File: src/hw/rtl/mbt_pkg.sv
// Shared types and widths for the mirror bounce tracer.
// No dependencies; imported by every module of the block.
package mbt_pkg;

	localparam int COORD_W  = 24;
	localparam int DIR_W    = 16;
	localparam int DIVN_W   = 64;
	localparam int DIVD_W   = 42;
	localparam int SQ_IN_W  = 50;
	localparam int SQ_OUT_W = 25;

	typedef struct packed {
		logic signed [COORD_W-1:0] ax;
		logic signed [COORD_W-1:0] ay;
		logic signed [COORD_W-1:0] bx;
		logic signed [COORD_W-1:0] by;
	} mirror_t;

endpackage

File: src/hw/rtl/mbt_div.sv
// Unsigned restoring divider, two quotient bits per cycle.
// Depends on mbt_pkg (divider widths).
module mbt_div import mbt_pkg::*; (
	input  logic              clk,
	input  logic              arst_n,
	input  logic              start,
	input  logic [DIVN_W-1:0] dividend,
	input  logic [DIVD_W-1:0] divisor,
	output logic              done,
	output logic [DIVN_W-1:0] quotient
);

	localparam int STEPS = DIVN_W / 2;
	localparam int CNT_W = $clog2(STEPS);

	logic [DIVN_W-1:0] quo_q;
	logic [DIVD_W-1:0] rem_q;
	logic [DIVD_W-1:0] dvs_q;
	logic [CNT_W-1:0]  cnt_q;
	logic              run_q;
	logic              done_q;
	logic [DIVN_W-1:0] quo_n;
	logic [DIVD_W-1:0] rem_n;
	logic [DIVD_W:0]   trial;

	always_comb begin
		quo_n = quo_q;
		rem_n = rem_q;
		trial = '0;
		for (int i = 0; i < 2; i++) begin
			trial = {rem_n, quo_n[DIVN_W-1]};
			quo_n = {quo_n[DIVN_W-2:0], 1'b0};
			if (trial >= {1'b0, dvs_q}) begin
				rem_n    = DIVD_W'(trial - {1'b0, dvs_q});
				quo_n[0] = 1'b1;
			end else begin
				rem_n = trial[DIVD_W-1:0];
			end
		end
	end

	always_ff @(posedge clk or negedge arst_n) begin
		if (!arst_n) begin
			run_q  <= 1'b0;
			cnt_q  <= '0;
			done_q <= 1'b0;
		end else begin
			done_q <= 1'b0;
			if (start) begin
				run_q <= 1'b1;
				cnt_q <= '0;
			end else if (run_q) begin
				cnt_q <= cnt_q + 1'b1;
				if (cnt_q == CNT_W'(STEPS - 1)) begin
					run_q  <= 1'b0;
					done_q <= 1'b1;
				end
			end
		end
	end

	always_ff @(posedge clk) begin
		if (start) begin
			quo_q <= dividend;
			rem_q <= '0;
			dvs_q <= divisor;
		end else if (run_q) begin
			quo_q <= quo_n;
			rem_q <= rem_n;
		end
	end

	assign done     = done_q;
	assign quotient = quo_q;

endmodule

File: config.mk
export PLATFORM = sky130hd
export DESIGN_NAME = mbt_div
export DESIGN_NICKNAME = d
export VERILOG_FILES = /design/src/hw/rtl/mbt_pkg.sv /design/src/hw/rtl/mbt_div.sv
export SDC_FILE = /design/constraint.sdc
export NUM_CORES = 1
export LEC_CHECK = 0
export ABC_CLOCK_PERIOD_IN_PS = 6100
export BUFFER_PORTS_ARGS = -buffer_cell sky130_fd_sc_hd__buf_2
export CAP_MARGIN = 10
export CORE_MARGIN = 2
export CORE_UTILIZATION = 50
export DETAILED_ROUTE_END_ITERATION = 12
export PLACE_DENSITY = 0.8
export RECOVER_POWER = 25
export SLEW_MARGIN = 20
export SYNTH_ARGS = -nofsm -noshare
export SYNTH_HDL_FRONTEND = slang
export SYNTH_SLANG_ARGS = --single-unit
File: constraint.sdc
create_clock -name clk -period 6.1 [get_ports clk]
set_input_delay 0.305 -clock clk [delete_from_list [all_inputs] [get_ports clk]]
set_output_delay 0.305 -clock clk [all_outputs]
set_load 0.05 [all_outputs]
After elaboration in Yosys (flattened, before gate mapping)
Index checks and enable logic that the tools add are counted.
{"block": "op_classes", "n_addsub": 3, "div": 0, "multipliers": 0, "reduce_logical": 1, "bitwise": 0, "mux": 14, "magnitude_cmp": 2, "eq_ne": 1, "shifts": 0}
{"cell": "$mux W64", "n": 2}
{"cell": "$ge A43 B42 Y1", "n": 2}
{"cell": "$mux W42", "n": 2}
{"cell": "$sub A42 B42 Y42", "n": 2}
{"cell": "$mux W5", "n": 2}
{"cell": "$mux W1", "n": 8}
{"cell": "$add A5 B1 Y5 const B", "n": 1}
{"cell": "$eq A5 B5 Y1 const B", "n": 1}
{"cell": "$reduce_bool A2 Y1", "n": 1}
{"block": "totals", "output_inout_bits": 65, "reg_bits": 155, "latchBits": 0, "word_cells": 27, "ram_bits": 0, "n_memories": 0, "romBits": 0, "input_bits": 109}

Longest topological paths before layout
{"block": "depth", "ltp_word": 6, "ltp_mapped": 28, "depth_no_buf": 23}

Worst setup path after synthesis
Ideal clock, no wire load.
{"block": "synth_path", "path_kind": "register -> register", "from": "register quo_q[63] (netlist: quotient[63])", "to": "register quo_q[0] (netlist: quotient[0]) (data pin)", "t_required_ps": 5840, "arrival_time_ps": 5185, "n_path_buf": 4, "path_stages_with_launch": 25, "slack_ps": 655, "period_less_slack_ps": 5445, "setup_ps": 260, "path_cell_list": "edfxtp_1 inv_1 ha_1 nor2b_1 o31a_1 o31ai_1 nand4b_2 nand4_2 and2_1 buf_6 o21ai_1 buf_2 mux2_2 ha_1 a21o_1 or3_1 o21ai_1 a21oi_1 a211o_1 a211oi_1 o211ai_1 o31a_1 buf_6 clkbuf_1 mux2_2"}
{"block": "synth_between", "elab_chain_cells": 6, "word_cells_on_any_way": 7, "classes_between": "add/sub (1); order compare (2); mux (4)"}
{"item": "from (decl)", "line_no": "mbt_div.sv:16", "text": "logic [DIVN_W-1:0] quo_q;"}
{"item": "from (signal assigned)", "line_no": "mbt_div.sv:64", "text": "quo_q <= dividend;"}
{"item": "from (signal assigned)", "line_no": "mbt_div.sv:68", "text": "quo_q <= quo_n;"}
{"item": "$sub A42 B42 Y42 or $ge A43 B42 Y1 (tied branches)", "line_no": "mbt_div.sv:34, mbt_div.sv:33"}
{"item": "$mux W42 *", "line_no": "mbt_div.sv:33", "text": "if (trial >= {1'b0, dvs_q}) begin"}
{"item": "$ge A43 B42 Y1 *", "line_no": "mbt_div.sv:33"}
{"item": "$mux W1 *", "line_no": "mbt_div.sv:33"}
{"item": "$mux W64 *", "line_no": "mbt_div.sv:67", "text": "end else if (run_q) begin"}
{"item": "$mux W64 *", "line_no": "mbt_div.sv:63", "text": "if (start) begin"}
Mark *: on every way between the ends. The rest lies on a longest branch, timed or not. The select of a mux whose other input is x is not followed.
A chain may end at the register's enable or synchronous reset.

Worst setup path in the final report
{"block": "layout_path", "from": "register dvs_q[6]", "to": "register rem_q[30]"}
{"block": "layout_between", "elab_chain_cells": 4, "word_cells_on_any_way": 6, "classes_between": "add/sub (2); order compare (2); mux (2)"}
{"item": "from (decl)", "line_no": "mbt_div.sv:18", "text": "logic [DIVD_W-1:0] dvs_q;"}
{"item": "from (signal assigned)", "line_no": "mbt_div.sv:66", "text": "dvs_q <= divisor;"}
{"item": "$sub A42 B42 Y42 or $ge A43 B42 Y1 (tied branches)", "line_no": "mbt_div.sv:34, mbt_div.sv:33"}
{"item": "$mux W42", "line_no": "mbt_div.sv:33"}
{"item": "$sub A42 B42 Y42 or $ge A43 B42 Y1 (tied branches)", "line_no": "mbt_div.sv:34, mbt_div.sv:33"}
{"item": "$mux W42 *", "line_no": "mbt_div.sv:33"}
{"item": "to (signal assigned)", "line_no": "mbt_div.sv:69", "text": "rem_q <= rem_n;"}
{"item": "to (decl)", "line_no": "mbt_div.sv:17", "text": "logic [DIVD_W-1:0] rem_q;"}
Mark *: on every way between the ends. The rest lies on a longest branch, timed or not.

==> flow_summary.ini <==
[clock_network]
path_clk_slew_ns = 0.07
cts_buffer_depth = 2
insertion_delay_ns = 0.45
cts_root_buf = clkbuf_16
htree_num_levels = 4
clock_sink_count = 155
cts_inserted_buffers = 17
cts_tree = yes

[route]
drc = 0
viasPerCell = 6.08
via_count = 10200
first_pass_iters = 5
drtIter0Drc = 721
finalWirelength_um = 32900
wire_per_inst_um = 19.5
drtAntennaViolNets = 0

[placed_design]
placed_area_um2 = 13000
gp_congestion = 0.975
place_ws_ns = -0.0101
portBuffers = 173
dp_hpwl_um = 24900

[finish]
design_area_um2 = 13700
finalNetCount = 1581
syn2layout_area_growth_pct = 17.8
drive_gt1_share_pct = 27.2
fillers = 1953
diodes = 0

[floorplanning]
start_util_pct = 51.0
die_h_um = 156
pin_count = 174
die_x_um = 156
rows = 55
core_um2 = 22700
dieArea_um2 = 24400

[yosys]
synth-compound-area-share_pct = 19.1
syn_nets = 1399
synth_top_area_share_pct = 27.5
postSynthCellCount = 1202
ys_async_sr_fraction_pct = 4.52
syn_area_um2 = 11600
avgSynthCellArea_um2 = 9.64
ys_ff_latch = 155
seq_area_frac_synth_pct = 36.2
yosys.area_share.adder_pct = 9.63
synth-xor-area-share_pct = 5.59
yosysMostFrequentCell = edfxtp_1
synth_area_leaders = edfxtp_1 (27%), mux2_2 (9.6%), ha_1 (9.3%), dfxtp_1 (7.3%), a21oi_1 (3.9%)
yosys-top-cells-count = edfxtp_1 (106), mux2_2 (99), nor2_1 (97), a21oi_1 (90), ha_1 (86)
ys.warnings.count = 0
synth_simple_gate_area_share_pct = 12.6
synth.distinct_cells = 76
yosysTopAreaCell = edfxtp_1
synth_top_family_by_area = compound AO/OA/AOI/OAI gates
synthMuxAreaShare_pct = 12.6
synth-main-ff-cell = edfxtp_1
synth_edf_count = 106

[sta]
hold_violations = 0
slew_viol_final = 40
fin_crit_sh_pct = 95.7
fin_ws_ns = 0.264
min_period_ns = 5.84
setup_viol = 0
tightest_slew_ns = 2.00
slew_headroom_pct = -33.2
fin_skew_ns = 0.0201
max_freq_mhz = 171

[worst_setup_path]
cp.required_ns = 6.44
crit_slowest_cell = ha_2
crit_type = reg -> reg
crit_chain = inv_1, ha_2, nand4_1, nor3_2, o31ai_4, nand4b_2, nand4_2, and2_1, o21ai_4, buf_4, buf_4, mux2_2, ha_1, a21o_1, a21o_1, a21oi_1, nor2_1, a211o_1, a21o_1, o31a_2, buf_12, a211o_1, a311oi_2
cpMostUsedCell = a21o_1
critPathMaxFanout = 24
critPathArrivalTime_ns = 6.18
end_kind = flip-flop
slowest_delay_ns = 0.41
cp-start-kind = flip-flop

[grt]
grt_first_pass_wirelength_um = 51700
grt-ovfl-total = 0
grt_pass1_vias = 10000
track_usage_pct = 26.8
antenna_found_initial = 0
grt_max_degree = 68

[status]
status = complete, but fails checks
violations = max-capacitance violations, max-slew violations

[pwr]
p_leak_nw = 6.06
power_density_nw_per_um2 = 603
ir_drop_mv = 0.414

[flow_run]
maxCapViolations = 1

[worst_hold_path]
hold_path.class = in -> reg
## flip-flops by register name, indices dropped and copies added (netlist names)
register and flops:
run_q 1, quotient 64, cnt_q 5, done 1, dvs_q 42, rem_q 42
## layer usage
layer	up-vias	part of all wire (%)	track usage (%)	wire (um)
li1	4859	-	-	-
met1	4784	42	34.3	13700
met2	489	47	44.5	15400
met3	94	8.3	5.87	2720
met4	0	3.2	9.74	1050
met5	-	0	0	0
## cell type report
class	count	area, um2	share of cell area (%)
sequential	155	4200	30.8
clock buffer	17	425	3.12
multi-input combinational	922	6990	51.2
timing repair buffer	220	1250	9.19
clock inverter	15	171	1.26
inverter	68	255	1.87
tap	285	357	2.61
## per-stage QoR
| stage | setup TNS (ns) | utilization [%] | hold slack [ns] | cells | power, mW |
|---|---|---|---|---|---|
| global placement | 0 | 57.0 | 0.141 | 1647 | 6.88 |
| global route | -0.00481 | 60.1 | 0.0140 | 1682 | 8.80 |
| finish | 0 | 60.1 | 0.0307 | 1682 | 8.23 |
| CTS | 0 | 59.7 | 0.0191 | 1680 | 8.08 |
| detailed placement | -0.0101 | 57.0 | 0.140 | 1647 | 6.95 |
| floorplan | 0 | - | 0.00941 | 1202 | 5.57 |
## worst max-delay path: cells and delay by family (launching register included)
| kind | cells | cell delay (ns) |
|---|---|---|
| DFF | 1 | 0.35 |
| adders and majority gates | 2 | 0.80 |
| and+or+nand+nor | 6 | 1.22 |
| AOI/OAI and AO/OA | 10 | 2.33 |
| buffers and inverters | 4 | 0.66 |
| muxes | 1 | 0.35 |
## what timing repair did
action,CTS,global route
pin swaps,0,3
endpoints found under the hold margin,7,0
setup endpoints to repair,1,43
gates resized for setup,1,17
setup buffers,0,2
gates cloned,0,0
hold buffers,1,0
## cell families after synthesis
| family | after synthesis |
|---|---|
| AND/OR/NAND/NOR | 301 |
| adder cells (fa/ha/maj) | 88 |
| multiplexers | 133 |
| buffers and inverters | 125 |
| AO/OA/AOI/OAI | 326 |
| XOR/XNOR | 74 |
| flip-flops | 155 |
## placed cells by master, fill, tap and decap left out, drive strengths merged, types with 34 or more instances in the layout
cell type  instances
buf              216
edfxtp           106
mux2              99
nor2              97
a21oi             90
ha                86
inv               76
nand2             72
o21ai             50
xnor2             43
a211oi            43
dfxtp             42
mux2i             34
## worst paths after layout
| check | from | slack, ns | endpoint | depth (start not counted) |
|---|---|---|---|---|
| setup / recovery | dvs_q[6]$_DFFE_PP_ | 0.26 | rem_q[30]$_SDFFE_PP0P_ | 23 |
| hold / removal | divisor[41] | 0.03 | dvs_q[41]$_DFFE_PP_ | 1 |
| setup reg to reg | dvs_q[6]$_DFFE_PP_ | 0.26 | rem_q[30]$_SDFFE_PP0P_ | 23 |
| hold reg to reg | rem_q[35]$_SDFFE_PP0P_ | 0.50 | rem_q[35]$_SDFFE_PP0P_ | 2 |
| max in group asynchronous | arst_n | 5.53 | run_q$_DFF_PN0_ | 2 |
| min in group asynchronous | arst_n | 0.28 | done$_DFF_PN0_ | 2 |
## power breakdown
part	switching, mW	internal [mW]	leakage, nW
combinational	3.21	2.46	4.25
sequential	0.137	1.34	1.53
clock	0.536	0.552	0.289
Power figures use the tool's default switching activity.
