`src/hw/rtl/mbt_pkg.sv`:
```
// Shared types and widths for the mirror bounce tracer.
// No dependencies; imported by every module of the block.
package mbt_pkg;

	localparam int COORD_W  = 24;
	localparam int DIR_W    = 16;
	localparam int DIVN_W   = 64;
	localparam int DIVD_W   = 42;
	localparam int SQ_IN_W  = 50;
	localparam int SQ_OUT_W = 25;

	typedef struct packed {
		logic signed [COORD_W-1:0] ax;
		logic signed [COORD_W-1:0] ay;
		logic signed [COORD_W-1:0] bx;
		logic signed [COORD_W-1:0] by;
	} mirror_t;

endpackage

```
`src/hw/rtl/mbt_sqrt.sv`:
```
// Integer square root, one root bit per cycle (floor result).
// Depends on mbt_pkg (root widths).
module mbt_sqrt import mbt_pkg::*; (
	input  logic                clk,
	input  logic                arst_n,
	input  logic                start,
	input  logic [SQ_IN_W-1:0]  radicand,
	output logic                done,
	output logic [SQ_OUT_W-1:0] root
);

	localparam int CNT_W = $clog2(SQ_OUT_W);
	localparam int REM_W = SQ_OUT_W + 2;

	logic [SQ_IN_W-1:0]  rad_q;
	logic [REM_W-1:0]    rem_q;
	logic [SQ_OUT_W-1:0] root_q;
	logic [CNT_W-1:0]    cnt_q;
	logic                run_q;
	logic                done_q;
	logic [REM_W+1:0]    rem2;
	logic [REM_W+1:0]    trial;

	always_comb begin
		rem2  = {rem_q, rad_q[SQ_IN_W-1:SQ_IN_W-2]};
		trial = (REM_W + 2)'({root_q, 2'b01});
	end

	always_ff @(posedge clk or negedge arst_n) begin
		if (!arst_n) begin
			run_q  <= 1'b0;
			cnt_q  <= '0;
			done_q <= 1'b0;
		end else begin
			done_q <= 1'b0;
			if (start) begin
				run_q <= 1'b1;
				cnt_q <= '0;
			end else if (run_q) begin
				cnt_q <= cnt_q + 1'b1;
				if (cnt_q == CNT_W'(SQ_OUT_W - 1)) begin
					run_q  <= 1'b0;
					done_q <= 1'b1;
				end
			end
		end
	end

	always_ff @(posedge clk) begin
		if (start) begin
			rad_q  <= radicand;
			rem_q  <= '0;
			root_q <= '0;
		end else if (run_q) begin
			rad_q <= {rad_q[SQ_IN_W-3:0], 2'b00};
			if (rem2 >= trial) begin
				rem_q  <= REM_W'(rem2 - trial);
				root_q <= {root_q[SQ_OUT_W-2:0], 1'b1};
			end else begin
				rem_q  <= REM_W'(rem2);
				root_q <= {root_q[SQ_OUT_W-2:0], 1'b0};
			end
		end
	end

	assign done = done_q;
	assign root = root_q;

endmodule

```
`config.mk`:
```
export PLATFORM = sky130hd
export DESIGN_NAME = mbt_sqrt
export DESIGN_NICKNAME = d
export VERILOG_FILES = /design/src/hw/rtl/mbt_pkg.sv /design/src/hw/rtl/mbt_sqrt.sv
export SDC_FILE = /design/constraint.sdc
export NUM_CORES = 1
export LEC_CHECK = 0
export ABC_AREA = 1
export BUFFER_PORTS_ARGS = -buffer_cell sky130_fd_sc_hd__buf_4
export CAP_MARGIN = 10
export CORE_ASPECT_RATIO = 1.1
export CORE_MARGIN = 1
export CORE_UTILIZATION = 25
export CTS_CLUSTER_SIZE = 30
export DETAILED_ROUTE_END_ITERATION = 8
export SLEW_MARGIN = 30
export SYNTH_ARGS = -nofsm -noshare
export SYNTH_HDL_FRONTEND = slang
export SYNTH_SLANG_ARGS = --single-unit
```
`constraint.sdc`:
```
create_clock -name clk -period 2.5 [get_ports clk]
set_input_delay 0.25 -clock clk [delete_from_list [all_inputs] [get_ports clk]]
set_output_delay 0.25 -clock clk [all_outputs]
set_load 0.02 [all_outputs]
```
## Yosys cells after proc, flatten, opt, wreduce, memory -nomap -nowiden

Cells that the tools add are included.

| cells by class | value |
|---|---|
| add/sub/neg operators | 2 |
| multipliers | 0 |
| div/mod/pow operators | 0 |
| $lt $le $gt $ge | 1 |
| eq/ne operators | 1 |
| shift operators | 0 |
| mux-type cells | 12 |
| bitwise logic cells | 0 |
| reduce and logical (&&, ||, !) cells | 1 |

Operator list:

| cell | number |
|---|---|
| $mux 50 | 2 |
| $ge 29x27->1 | 1 |
| $mux 27 | 1 |
| $sub 27x27->27 | 1 |
| $mux 5 | 2 |
| $mux 1 | 7 |
| $add 5x1->5 const B | 1 |
| $eq 5x5->1 const B | 1 |
| $reduce_bool 2->1 | 1 |

| word-level totals | value |
|---|---|
| bits in registers | 109 |
| bits in latches | 0 |
| bits in writable memories | 0 |
| ROM bits | 0 |
| bits of input ports | 53 |
| memories kept | 0 |

## Longest topological paths before layout

Gate-level depths: netlist (run 1).

| logic depth | value |
|---|---|
| depth after elaboration | 4 |
| depth in mapped cells | 18 |

## Worst setup path after synthesis (run 1)

Ideal clock, no wire load.

| path | value |
|---|---|
| path kind | register -> register |
| start | register run_q |
| end | register rad_q[0] (enable) |
| library setup time | 0.434 ns |
| arrival time | 2.147 ns |
| data required time | 2.066 ns |
| path slack | -0.081 ns |
| cell stages (with the launch flop) | 4 |
| period minus slack after synthesis | 2.581 ns |
| cell sequence | dfrtp_1 -> nor2_1 -> clkinv_1 -> clkbuf_1 |

| on the way | value |
|---|---|
| cells in the longest elaborated chain, start to end | 1 |

Ends and longest elaborated chain:

| element | RTL line | text |
|---|---|---|
| start, declared | mbt_sqrt.sv:19 | `logic run_q;` |
| start signal, assigned | mbt_sqrt.sv:31 | `run_q <= 1'b0;` |
| start signal, assigned | mbt_sqrt.sv:37 | `run_q <= 1'b1;` |
| start signal, assigned | mbt_sqrt.sv:42 | `run_q <= 1'b0;` |
| $reduce_bool 2->1 (no source line) | n/a |  |
| end signal, assigned | mbt_sqrt.sv:51 | `rad_q <= radicand;` |
| end signal, assigned | mbt_sqrt.sv:55 | `rad_q <= {rad_q[SQ_IN_W-3:0], 2'b00};` |
| end, declared | mbt_sqrt.sv:15 | `logic [SQ_IN_W-1:0] rad_q;` |

Every way passes these cells.
A chain may end at the register's enable or synchronous reset.

## Worst setup path after layout (run 1)

| path | value |
|---|---|
| start | register root_q[5] (netlist: root[5]) |
| end | register rem_q[20] |

| on the way | value |
|---|---|
| cells in the longest elaborated chain, start to end | 2 |
| elaborated cells between the ends (all ways) | 3 |
| classes of those cells | 1 x add/sub; 1 x order compare; 1 x mux |

Ends and longest elaborated chain:

| element | RTL line | text |
|---|---|---|
| start, declared | mbt_sqrt.sv:17 | `logic [SQ_OUT_W-1:0] root_q;` |
| start signal, assigned | mbt_sqrt.sv:58 | `root_q <= {root_q[SQ_OUT_W-2:0], 1'b1};` |
| start signal, assigned | mbt_sqrt.sv:61 | `root_q <= {root_q[SQ_OUT_W-2:0], 1'b0};` |
| $sub 27x27->27 or $ge 29x27->1 (tied branches) | mbt_sqrt.sv:57, mbt_sqrt.sv:56 |  |
| $mux 27 * | mbt_sqrt.sv:56 | `if (rem2 >= trial) begin` |
| end signal, assigned | mbt_sqrt.sv:57 | `rem_q <= REM_W'(rem2 - trial);` |
| end signal, assigned | mbt_sqrt.sv:60 | `rem_q <= REM_W'(rem2);` |
| end, declared | mbt_sqrt.sv:16 | `logic [REM_W-1:0] rem_q;` |

Every way passes the cells marked *; elsewhere a longest branch is shown, timed or not.

==> results of run 1 <==
## cell usage after synthesis (all sizes together)
cell | count | area share [%]
xor2 | 2 | 0.28
a31oi | 1 | 0.099
o22ai | 24 | 2.4
nor3b | 1 | 0.12
o21ai | 26 | 2.1
ha | 29 | 5.8
or2 | 1 | 0.099
xnor2 | 10 | 1.4
buf | 9 | 1.1
nand2 | 357 | 21
a21oi | 30 | 2.4
nand3b | 1 | 0.12
o21bai | 7 | 0.83
nor4 | 2 | 0.20
edfxtp | 50 | 24
and2 | 1 | 0.099
inv | 118 | 7.0
nor2 | 62 | 3.8
clkinv | 2 | 0.12
a21o | 1 | 0.12
dfrtp | 7 | 2.8
dfxtp | 52 | 17
nand3 | 35 | 3.0
o211ai | 9 | 1.1
nor3 | 12 | 1.1
clkbuf | 16 | 0.95
nand4 | 14 | 1.4
## per-layer routing
layer,vias to the layer above,part of all wire (%)
li1,2969,-
met5,-,0
met1,2528,45
met2,143,48
met3,24,5.1
met4,0,2.7
## area by class of cell
class / instances / area, µm² / area share, %
Clock inverter: 7 / 70.1 / 0.910
Multi-Input combinational cell: 625 / 3080 / 40.0
Timing Repair Buffer: 94 / 763 / 9.92
Sequential cell: 109 / 2720 / 35.3
Inverter: 120 / 454 / 5.90
Tap cell: 310 / 388 / 5.04
Clock buffer: 9 / 225 / 2.93
## timing repair
action | in CTS | in global routing
endpoints found under the hold margin | 7 | 0
hold buffers | 1 | 0
resized for setup | 0 | 20
endpoints found under the setup margin | 0 | 7
## placed cells by master, fill, tap and decap left out, types with 2 or more instances in the layout
| cell type | count |
|---|---|
| nor4_1 | 2 |
| nor3_2 | 2 |
| o21bai_1 | 7 |
| clkbuf_16 | 10 |
| a21oi_2 | 2 |
| buf_4 | 89 |
| o211ai_1 | 9 |
| xnor2_1 | 10 |
| nor3_1 | 10 |
| inv_2 | 3 |
| nand3_1 | 32 |
| nor2_4 | 2 |
| inv_6 | 2 |
| ha_1 | 25 |
| inv_1 | 115 |
| nor2_1 | 55 |
| inv_8 | 2 |
| o21ai_0 | 23 |
| o21ai_1 | 2 |
| edfxtp_1 | 50 |
| ha_4 | 3 |
| nand2_1 | 357 |
| buf_12 | 3 |
| o22ai_1 | 24 |
| a21oi_1 | 28 |
| nand3_2 | 2 |
| dfxtp_1 | 52 |
| nand4_1 | 14 |
| dfrtp_1 | 7 |
| nor2_2 | 5 |
| xor2_1 | 2 |
## registers in the layout, summed over array words and instances (netlist names)
| register | cells |
|---|---|
| cnt_q | 5 |
| done | 1 |
| rad_q | 50 |
| rem_q | 27 |
| root | 25 |
| run_q | 1 |
## per-stage QoR
step           setup slack, ns  setup TNS [ns]  cell area [µm²]
2_1_floorplan            0.395               0             6300
3_3_place_gp             0.104               0             7280
3_5_place_dp            0.0995               0             7280
4_1_cts                 0.0827               0             7590
5_1_grt               -0.00748         -0.0140             7700
6_report                 0.167               0             7700
## critical path: cells and delay by family (launching register included)
kind / cells / cell delay [ns]
buffers and inverters: 4 / 0.47
AOI/OAI and AO/OA: 1 / 0.10
and+or+nand+nor: 6 / 0.94
adders and majority gates: 1 / 0.36
DFF: 1 / 0.33
## kinds of logic after synthesis
kind of cell	synth area share (%)
AO/OA/AOI/OAI	8.96
XOR/XNOR	1.67
adder cells (fa/ha/maj)	5.76
buffers and inverters	9.16
flip-flops	43.2
AND/OR/NAND/NOR	31.3
## path summary, 6_finish.rpt
kind	from	to	slack, ns	cells after the start
max in group asynchronous	arst_n	cnt_q[0]$_DFFE_PN0P_	2.11	2
setup reg to reg	root[5]$_SDFFE_PP0P_	rem_q[20]$_SDFFE_PP0P_	0.17	12
setup / recovery	root[5]$_SDFFE_PP0P_	rem_q[20]$_SDFFE_PP0P_	0.17	12
hold / removal	radicand[0]	rad_q[0]$_SDFFCE_PN0P_	0.14	3
hold reg to reg	rem_q[11]$_SDFFE_PP0P_	rem_q[11]$_SDFFE_PP0P_	0.48	2
min in group asynchronous	arst_n	done$_DFF_PN0_	0.27	2
## where the power goes
group / switching [W] / internal, W / total [W]
sequential: 0.000197 / 0.00216 / 0.00235
combinational: 0.00307 / 0.00186 / 0.00493
clock: 0.000739 / 0.000708 / 0.00145
total: 0.00401 / 0.00472 / 0.00873
==> reports/results.ini, run 1 <==
[critical_path]
setup.worst_path.start_class = register
crit_chain = inv_1 > ha_1 > nand2_1 > nor2_4 > inv_1 > nor3_2 > nand3_1 > nand3_4 > buf_12 > clkinvlp_4 > nor2_1 > o21ai_0
worst_path_largest_cell_delay_ns = 0.36
critical_path.endpoint_type = register
critPathSlowestCell = ha_1
cp.arrival_ns = 2.57
critPathMaxFanout = 12
critical_path_class = register to register
required_ns = 2.74
crit_top_cell = inv_1

[timing]
finClkSkew_ns = 0.0103
finalSetupViolations = 0
finalCritPeriodShare_pct = 93.3
hold_viol_final = 0
slew_headroom_pct = 62.2
drv_slew = 0
hold-worst-slack_ns = 0.140
final.min_clock_period_ns = 2.33
tightest_slew_ns = 0.561
max_freq_ghz = 0.429

[clock_tree]
numClockSinks = 109
clk_pin_slew_ns = 0.09
clk_latency_ns = 0.36
cts_made_buffers = 9
ctsLongestPathBuffers = 2
cts-root-buf = clkbuf_16
htreeDepth = 3
cts_tree = done
postCtsSetupBuffers = 0

[detailed_routing]
wl_um = 16500
vias_per_cell = 4.45
drt_iter0_markers = 379
drt_pass1_iterations = 5
detailroute.via_count = 5664
wl_per_cell_um = 13.0
ant_nets = 0
drc = 0

[synthesis]
netlist_area_mm2 = 0.00629
synth.distinct_cells = 34
yosysSeqAreaShare_pct = 43.2
synth_seq_cells = 109
ys.warnings.count = 0
syn-num-nets = 961
syn_avg_cell_area_um2 = 7.16
synthCells = 879

[global_route]
grt-busiest-layer = met2
met2_usage_pct = 22.3
grtUsageMet3_pct = 3.14
grt_use_met1_pct = 15.6
antenna_found_initial = 0
grt_max_degree = 44
grt_pass1_vias = 5566
grt_usage_pct = 13.0
grt-ovfl-total = 0
grt_pass1_wl_um = 27000

[place]
finalWeightedCongestion = 0.893
dp_hpwl_um = 12200
portBuffers = 78
dp.cells = 1256

[cells_and_area]
area_delta_synth_final_pct = 22.3
diodes = 0
nets = 1041
fin_util_pct = 31.3
n_fill_cell = 2694
instances_no_fill = 1274
final_layout_size_suffix_gt1_share_pct = 13.8

[worst_hold_path]
hold_class = primary input to register

[power_and_ir_drop]
leakagePower_nw = 3.81
power.total_w = 0.00873
p_per_area_mw_per_mm2 = 1130
irDropWorstVdd_v = 0.000432

[floorplan]
io-pin-count = 79
die-width_um = 153
dieHeight_um = 168
coreArea_mm2 = 0.0246
die_area_mm2 = 0.0258
row_count = 60
start_util_pct = 25.6

[job]
cap_violations = 0

[outcome]
outcome = complete, no violations

Note: power is estimated with default switching activity, not from simulation.
==> inputs of run 2 (changes only) <==
CORE_UTILIZATION = 53   (was 25)
PLACE_DENSITY = 0.77   (was not set)
==> run 2 against run 1 <==
  * Via count is 0.48% lower
  * Core utilization is 33 points higher
  * Sequential power hardly changed
  * First-iteration DRC count is 16% lower
  * Combinational power is 5.3% lower
  * Design area is 3.6% lower
  * Sequential share of layout area is 1.3 points higher
  * Worst hold slack worse by 0.0010 ns
  * Clock power is 3% higher
  * Critical path depth is 3 higher
  * Critical endpoint is now rem_q[6]$_SDFFE_PP0P_
  * Highest routed layer unchanged
==> reports/results.ini, run 2 (synthesis results as in run 1) <==
[cells_and_area]
mostFrequentLayoutCells = 356 x nand2_1, 117 x inv_1, 91 x buf_4, 56 x nor2_1, 52 x dfxtp_1  ; was 357 x nand2_1, 115 x inv_1, 89 x buf_4, 55 x nor2_1, 52 x dfxtp_1
area_delta_synth_final_pct = 17.8  ; was 22.3%
n_fill_cell = 1088  ; was 2,694
largest_reg_flops = 50  ; unchanged
final_common_cell = nand2_1  ; unchanged
fin_util_pct = 64.3  ; was 31.3%
nets = 1041  ; unchanged
diodes = 0  ; unchanged
regMostFlops = rad_q  ; unchanged
final_layout_size_suffix_gt1_share_pct = 13.3  ; was 13.8%

[timing]
hold_viol_final = 0  ; unchanged
finalCritPeriodShare_pct = 92.0  ; was 93.3%
tightest_slew_ns = 0.453  ; was 0.561 ns
finalSetupViolations = 0  ; unchanged
finClkSkew_ns = 0.00859  ; was 0.0103 ns
slew_headroom_pct = 69.6  ; was 62.2%
max_freq_ghz = 0.435  ; was 0.429 GHz
final.min_clock_period_ns = 2.30  ; was 2.33 ns
drv_slew = 0  ; unchanged

[detailed_routing]
detailroute.via_count = 5637  ; was 5,664
drc = 0  ; unchanged
drt_pass1_iterations = 5  ; unchanged
met1Wirelength_um = 6530  ; was 7370 µm
ant_nets = 0  ; unchanged
drt_iter0_markers = 320  ; was 379
wl_met2_um = 7220  ; was 7860 µm
vias_per_cell = 5.06  ; was 4.45
top_layer_used = met4  ; unchanged
wl_per_cell_um = 13.4  ; was 13.0 µm
wl_met3_um = 642  ; was 834 µm
wl_um = 14900  ; was 16,500 µm

[global_route]
antenna_found_initial = 0  ; unchanged
grt_pass1_vias = 5284  ; was 5,566
grt_pass1_wl_um = 24600  ; was 27,000 µm
grt_max_degree = 52  ; was 44
grt_usage_pct = 25.8  ; was 13.0%
grt-ovfl-total = 0  ; unchanged

[floorplan]
row_count = 41  ; was 60
dieHeight_um = 116  ; was 168 µm
die-width_um = 106  ; was 153 µm
io-pin-count = 79  ; unchanged
start_util_pct = 54.5  ; was 25.6%
die_area_mm2 = 0.0123  ; was 0.0258 mm²
coreArea_mm2 = 0.0115  ; was 0.0246 mm²

[critical_path]
critPathSlowestCell = ha_1  ; unchanged
crit_family = simple AND/OR/NAND/NOR gates  ; unchanged
r2r_slack_ns = 0.20  ; was 0.17 ns
r2r-start = root[14]$_SDFFE_PP0P_  ; was root[5]$_SDFFE_PP0P_
critPathMaxFanout = 22  ; was 12
reg2regPathDepth = 15  ; was 12
worst_path_largest_cell_delay_ns = 0.36  ; about the same
critical_path_buf_inv_count = 3  ; was 4
cp-startpoint = root[14]$_SDFFE_PP0P_  ; was root[5]$_SDFFE_PP0P_
required_ns = 2.76  ; was 2.74 ns
crit_top_cell = nand2_1  ; was inv_1
critical_path.endpoint_type = register  ; unchanged
setup.worst_path.start_class = register  ; unchanged
crit_chain = inv_1 > ha_1 > nand2_1 > inv_1 > nand2_1 > nand2_1 > nand2_1 > nand2_1 > a21oi_1 > nand3_2 > buf_8 > nor2_1 > nor2_1 > o21ai_0 > nand2_1  ; was inv_1 > ha_1 > nand2_1 > nor2_4 > inv_1 > nor3_2 > nand3_1 > nand3_4 > buf_12 > clkinvlp_4 > nor2_1 > o21ai_0
critical_path_class = register to register  ; unchanged
cp.arrival_ns = 2.55  ; was 2.57 ns
regToRegEndpoint = rem_q[6]$_SDFFE_PP0P_  ; was rem_q[20]$_SDFFE_PP0P_
path_depth = 15  ; was 12
cp-endpoint = rem_q[6]$_SDFFE_PP0P_  ; was rem_q[20]$_SDFFE_PP0P_

[clock_tree]
cts_tree = done  ; unchanged
numClockSinks = 109  ; unchanged
ctsLongestPathBuffers = 2  ; unchanged
clk_pin_slew_ns = 0.07  ; was 0.09 ns
cts-root-buf = clkbuf_16  ; unchanged
cts_made_buffers = 9  ; unchanged
htreeDepth = 3  ; unchanged
clk_latency_ns = 0.37  ; was 0.36 ns

[power_and_ir_drop]
p_int_w = 0.00466  ; was 0.00472 W
switching_share_pct = 45.2  ; was 45.9%
irDropWorstVdd_v = 0.000529  ; was 0.000432 V
p_per_area_mw_per_mm2 = 1150  ; was 1130 mW/mm²
power.switching_w = 0.00385  ; was 0.00401 W
power.total_w = 0.00851  ; was 0.00873 W
p_comb_share_pct = 54.9  ; was 56.5%
leakagePower_nw = 3.80  ; was 3.81 nW
power_frac_seq_pct = 27.6  ; was 26.9%
power.share.clock_pct = 17.5  ; was 16.6%

[job]
cap_violations = 0  ; unchanged

[place]
dp_hpwl_um = 11100  ; was 12,200 µm
finalWeightedCongestion = 0.979  ; was 0.893
portBuffers = 78  ; unchanged

[worst_hold_path]
hold_class = primary input to register  ; unchanged

[outcome]
outcome = complete, no violations  ; unchanged

[run 2: layout make-up]
class | instances | area [µm²] | share of cell area (%)
inverter | 120 | 450 | 6.07
clock buffer | 9 | 225 | 3.04
tap | 150 | 188 | 2.53
timing repair buffer | 94 | 728 | 9.82
multi-input combinational | 625 | 3030 | 40.8
clock inverter | 7 | 80.1 | 1.08
sequential | 109 | 2720 | 36.6
[run 2: tightest hold or removal path, stage by stage]
cell and delay (ns):
buf_4 0.07, nand2_1 0.04, inv_1 0.04
[run 2: timing repair]
item,in CTS,in global routing
buffers inserted,0,0
setup endpoints to repair,0,8
hold endpoints to repair,7,0
gates resized for setup,0,11
hold buffers,1,0
[run 2: worst min path at each step]
stage	start	depth (start not counted)	endpoint	slack [ns]
6_report	radicand[0]	3	rad_q[0]$_SDFFCE_PN0P_	0.14
5_1_grt	radicand[1]	3	rad_q[1]$_SDFFCE_PN0P_	0.15
4_1_cts	radicand[0]	3	rad_q[0]$_SDFFCE_PN0P_	0.14
2_1_floorplan	arst_n	0	cnt_q[0]$_DFFE_PN0P_	-0.05
3_5_place_dp	arst_n	1	done$_DFF_PN0_	0.07
3_3_place_gp	arst_n	1	done$_DFF_PN0_	0.07
[run 2: stage by stage]
step / worst slack [ns] / hold slack [ns] / setup TNS [ns] / area, µm² / std cells
detailed placement: 0.118 / 0.0667 / 0 / 7070 / 1097
finish: 0.201 / 0.139 / 0 / 7420 / 1114
CTS: 0.104 / 0.137 / 0 / 7380 / 1114
global placement: 0.172 / 0.0672 / 0 / 7070 / 1097
global route: -0.0152 / 0.147 / -0.0259 / 7420 / 1114
floorplan: 0.395 / -0.0456 / 0 / 6300 / 879
[run 2: layer usage]
metal / vias to the layer above / GRT usage [%]
li1: 2972 / -
met1: 2506 / 30.6
met2: 124 / 44.7
met3: 35 / 4.69
met4: 0 / 13.9
met5: - / 0
[run 2: power by group through the flow]
stage               Combinational [W]  Sequential (W)  Clock [W]
finish                        0.00467         0.00235    0.00149
global route                  0.00531         0.00238    0.00159
CTS                           0.00456         0.00235    0.00151
detailed placement            0.00453         0.00238          0
global placement              0.00450         0.00238          0
floorplan                     0.00349         0.00234          0
==> inputs of run 3 (changes only) <==
CORE_UTILIZATION = 55   (was 53)
CTS_BUF_LIST = sky130_fd_sc_hd__clkbuf_8   (was not set)
PLACE_DENSITY = 0.79   (was 0.77)
==> run 3 against run 2 <==
  * Non-clock buffer count is 2 higher
  * Core utilization is 3.6 points higher
  * Largest power group unchanged
  * Global-route usage is 0.51 points higher
  * Design area is 0.74% higher
  * Clock power is 16% lower
  * Wire length is 0.34% lower
  * First-iteration DRC count stayed put
  * Clock skew is 0.00090 ns higher
  * Sequential power hardly changed
==> reports/results.ini, run 3 (synthesis results as in run 1) <==
[floorplan]
dieHeight_um = 114  ; was 116 µm
coreArea_mm2 = 0.0110  ; was 0.0115 mm²
io-pin-count = 79  ; unchanged
die_area_mm2 = 0.0119  ; was 0.0123 mm²
row_count = 40  ; was 41
start_util_pct = 57.2  ; was 54.5%
die-width_um = 104  ; was 106 µm

[timing]
layout_setup_ws_ns = 0.185  ; was 0.201 ns
tightest_slew_ns = 0.458  ; was 0.453 ns
finalSetupViolations = 0  ; unchanged
rsz0062_at_grt = yes
final.min_clock_period_ns = 2.32  ; was 2.30 ns
max_freq_ghz = 0.432  ; was 0.435 GHz
finalCritPeriodShare_pct = 92.6  ; was 92.0%
drv_slew = 0  ; unchanged
fin_setup_tns_ns = 0  ; unchanged
slew_headroom_pct = 69.4  ; was 69.6%
hold_viol_final = 0  ; unchanged
finClkSkew_ns = 0.00948  ; was 0.00859 ns

[cells_and_area]
largest_reg_flops = 50  ; unchanged
diodes = 0  ; unchanged
seq_area_mm2 = 0.00272  ; about the same
final_common_cell = nand2_1  ; unchanged
n_fill_cell = 988  ; was 1,088
nets = 1043  ; was 1,041
final_layout_size_suffix_gt1_share_pct = 14.5  ; was 13.3%
instances_no_fill = 1113  ; was 1,114
multi_input_area_mm2 = 0.00311  ; was 0.00303 mm²
area_delta_synth_final_pct = 18.7  ; was 17.8%
regMostFlops = rad_q  ; unchanged
mostFrequentLayoutCells = 354 x nand2_1, 116 x inv_1, 91 x buf_4, 55 x nor2_1, 51 x dfxtp_1  ; was 356 x nand2_1, 117 x inv_1, 91 x buf_4, 56 x nor2_1, 52 x dfxtp_1

[critical_path]
cp.arrival_ns = 2.61  ; was 2.55 ns
required_ns = 2.80  ; was 2.76 ns
cp-startpoint = root[7]$_SDFFE_PP0P_  ; was root[14]$_SDFFE_PP0P_
r2r-start = root[7]$_SDFFE_PP0P_  ; was root[14]$_SDFFE_PP0P_
setup.worst_path.start_class = register  ; unchanged
critical_path.endpoint_type = register  ; unchanged
critical_path_class = register to register  ; unchanged
critPathMaxFanout = 19  ; was 22

[clock_tree]
htreeDepth = 3  ; unchanged
cts_tree = done  ; unchanged
cts-root-buf = clkbuf_8  ; was clkbuf_16
clk_latency_ns = 0.40  ; was 0.37 ns
ctsLongestPathBuffers = 2  ; unchanged
numClockSinks = 109  ; unchanged
clk_pin_slew_ns = 0.10  ; was 0.07 ns
cts_made_buffers = 9  ; unchanged
postCtsSetupBuffers = 0  ; unchanged

[power_and_ir_drop]
p_int_w = 0.00461  ; was 0.00466 W
power.switching_w = 0.00391  ; was 0.00385 W
leakagePower_nw = 3.79  ; was 3.80 nW
p_per_area_mw_per_mm2 = 1140  ; was 1150 mW/mm²
power_frac_seq_pct = 27.7  ; was 27.6%
p_comb_share_pct = 57.7  ; was 54.9%
irDropWorstVdd_v = 0.000492  ; was 0.000529 V
switching_share_pct = 45.9  ; was 45.2%
power.share.clock_pct = 14.6  ; was 17.5%

[outcome]
outcome = complete, no violations  ; unchanged

[global_route]
grt-ovfl-total = 0  ; unchanged
grt_max_degree = 39  ; was 52
grt_pass1_wl_um = 25000  ; was 24,600 µm
antenna_found_initial = 0  ; unchanged
grt_usage_pct = 26.3  ; was 25.8%
grt_pass1_vias = 5533  ; was 5,284

[place]
dp_hpwl_um = 10800  ; was 11,100 µm
finalWeightedCongestion = 0.929  ; was 0.979
portBuffers = 78  ; unchanged
pre_cts_ws_ns = 0.0737  ; was 0.118 ns
dp.cells = 1095  ; was 1,097

[detailed_routing]
drt_iter0_markers = 320  ; unchanged
wl_per_cell_um = 13.4  ; about the same
ant_nets = 0  ; unchanged
wl_um = 14900  ; about the same
drt_pass1_iterations = 5  ; unchanged
vias_per_cell = 5.19  ; was 5.06
detailroute.via_count = 5773  ; was 5,637
drc = 0  ; unchanged

[job]
cap_violations = 0  ; unchanged

[worst_hold_path]
hold_class = primary input to register  ; unchanged
hold_start = radicand[1]  ; was radicand[0]

run 3: cell count changes in the layout (fill, tap and decap cells not counted), moves of 4 or more:
cell       previous run  this run
clkbuf_8              0         9
clkbuf_16             9         1
ha_1                 27        22
ha_4                  0         5
o21ai_0              26        22
o21ai_1               0         4
run 3: power by group through the flow:
stage	Combinational (W)	Sequential [W]	Clock (W)
after floorplan	0.00349	0.00234	0
after global placement	0.00453	0.00237	0
after detailed placement	0.00456	0.00237	0
after CTS	0.00459	0.00234	0.00127
after global routing	0.00555	0.00238	0.00132
final	0.00492	0.00236	0.00125
run 3: final cells by class:
cell class / instances / share of cell area [%]
Inverter: 120 / 6.08
Sequential cell: 109 / 36.4
Clock buffer: 9 / 1.66
Timing Repair Buffer: 96 / 10.4
Clock inverter: 7 / 1.39
Tap cell: 147 / 2.46
Multi-Input combinational cell: 625 / 41.6
run 3: layer usage:
metal  part of all wire [%]  GRT usage (%)
met1                     44           31.0
met2                     49           47.5
met3                    3.8           4.10
met4                    3.1           11.6
met5                      0              0
run 3: per-stage QoR:
stage | total power [W] | area [µm²] | hold slack [ns] | utilization (%)
after detailed placement | 0.00694 | 7100 | 0.0691 | 64.4
after CTS | 0.00819 | 7330 | 0.0934 | 66.6
after floorplan | 0.00583 | 6300 | -0.0456 | -
final | 0.00852 | 7470 | 0.106 | 67.9
after global routing | 0.00925 | 7470 | 0.101 | 67.9
after global placement | 0.00690 | 7100 | 0.0681 | 64.4
run 3: critical path, stage by stage (launching register included):
cell and delay, ns:
dfxtp_1 0.34, inv_1 0.07, ha_1 0.35, nand2_1 0.12, nor2_2 0.17, nand2_1 0.10
inv_1 0.06, nand2_1 0.04, nand2_1 0.13, nand2_1 0.08, nand3_2 0.12, buf_12 0.18
clkinvlp_4 0.18, o21ai_0 0.20, nand2_1 0.06
run 3: final timing paths:
path	end	slack, ns	cells past startpoint
max	rem_q[17]$_SDFFE_PP0P_	0.18	14
min	rad_q[1]$_SDFFCE_PN0P_	0.11	3
max reg2reg	rem_q[17]$_SDFFE_PP0P_	0.18	14
min reg2reg	rem_q[7]$_SDFFE_PP0P_	0.48	2
max in group asynchronous	run_q$_DFF_PN0_	2.18	2
min in group asynchronous	cnt_q[1]$_DFFE_PN0P_	0.20	2
run 3: what timing repair did:
item | CTS | global route
hold endpoints to repair | 7 | 0
hold buffers | 1 | 0
gates resized for setup | 0 | 25
endpoints found under the setup margin | 0 | 13
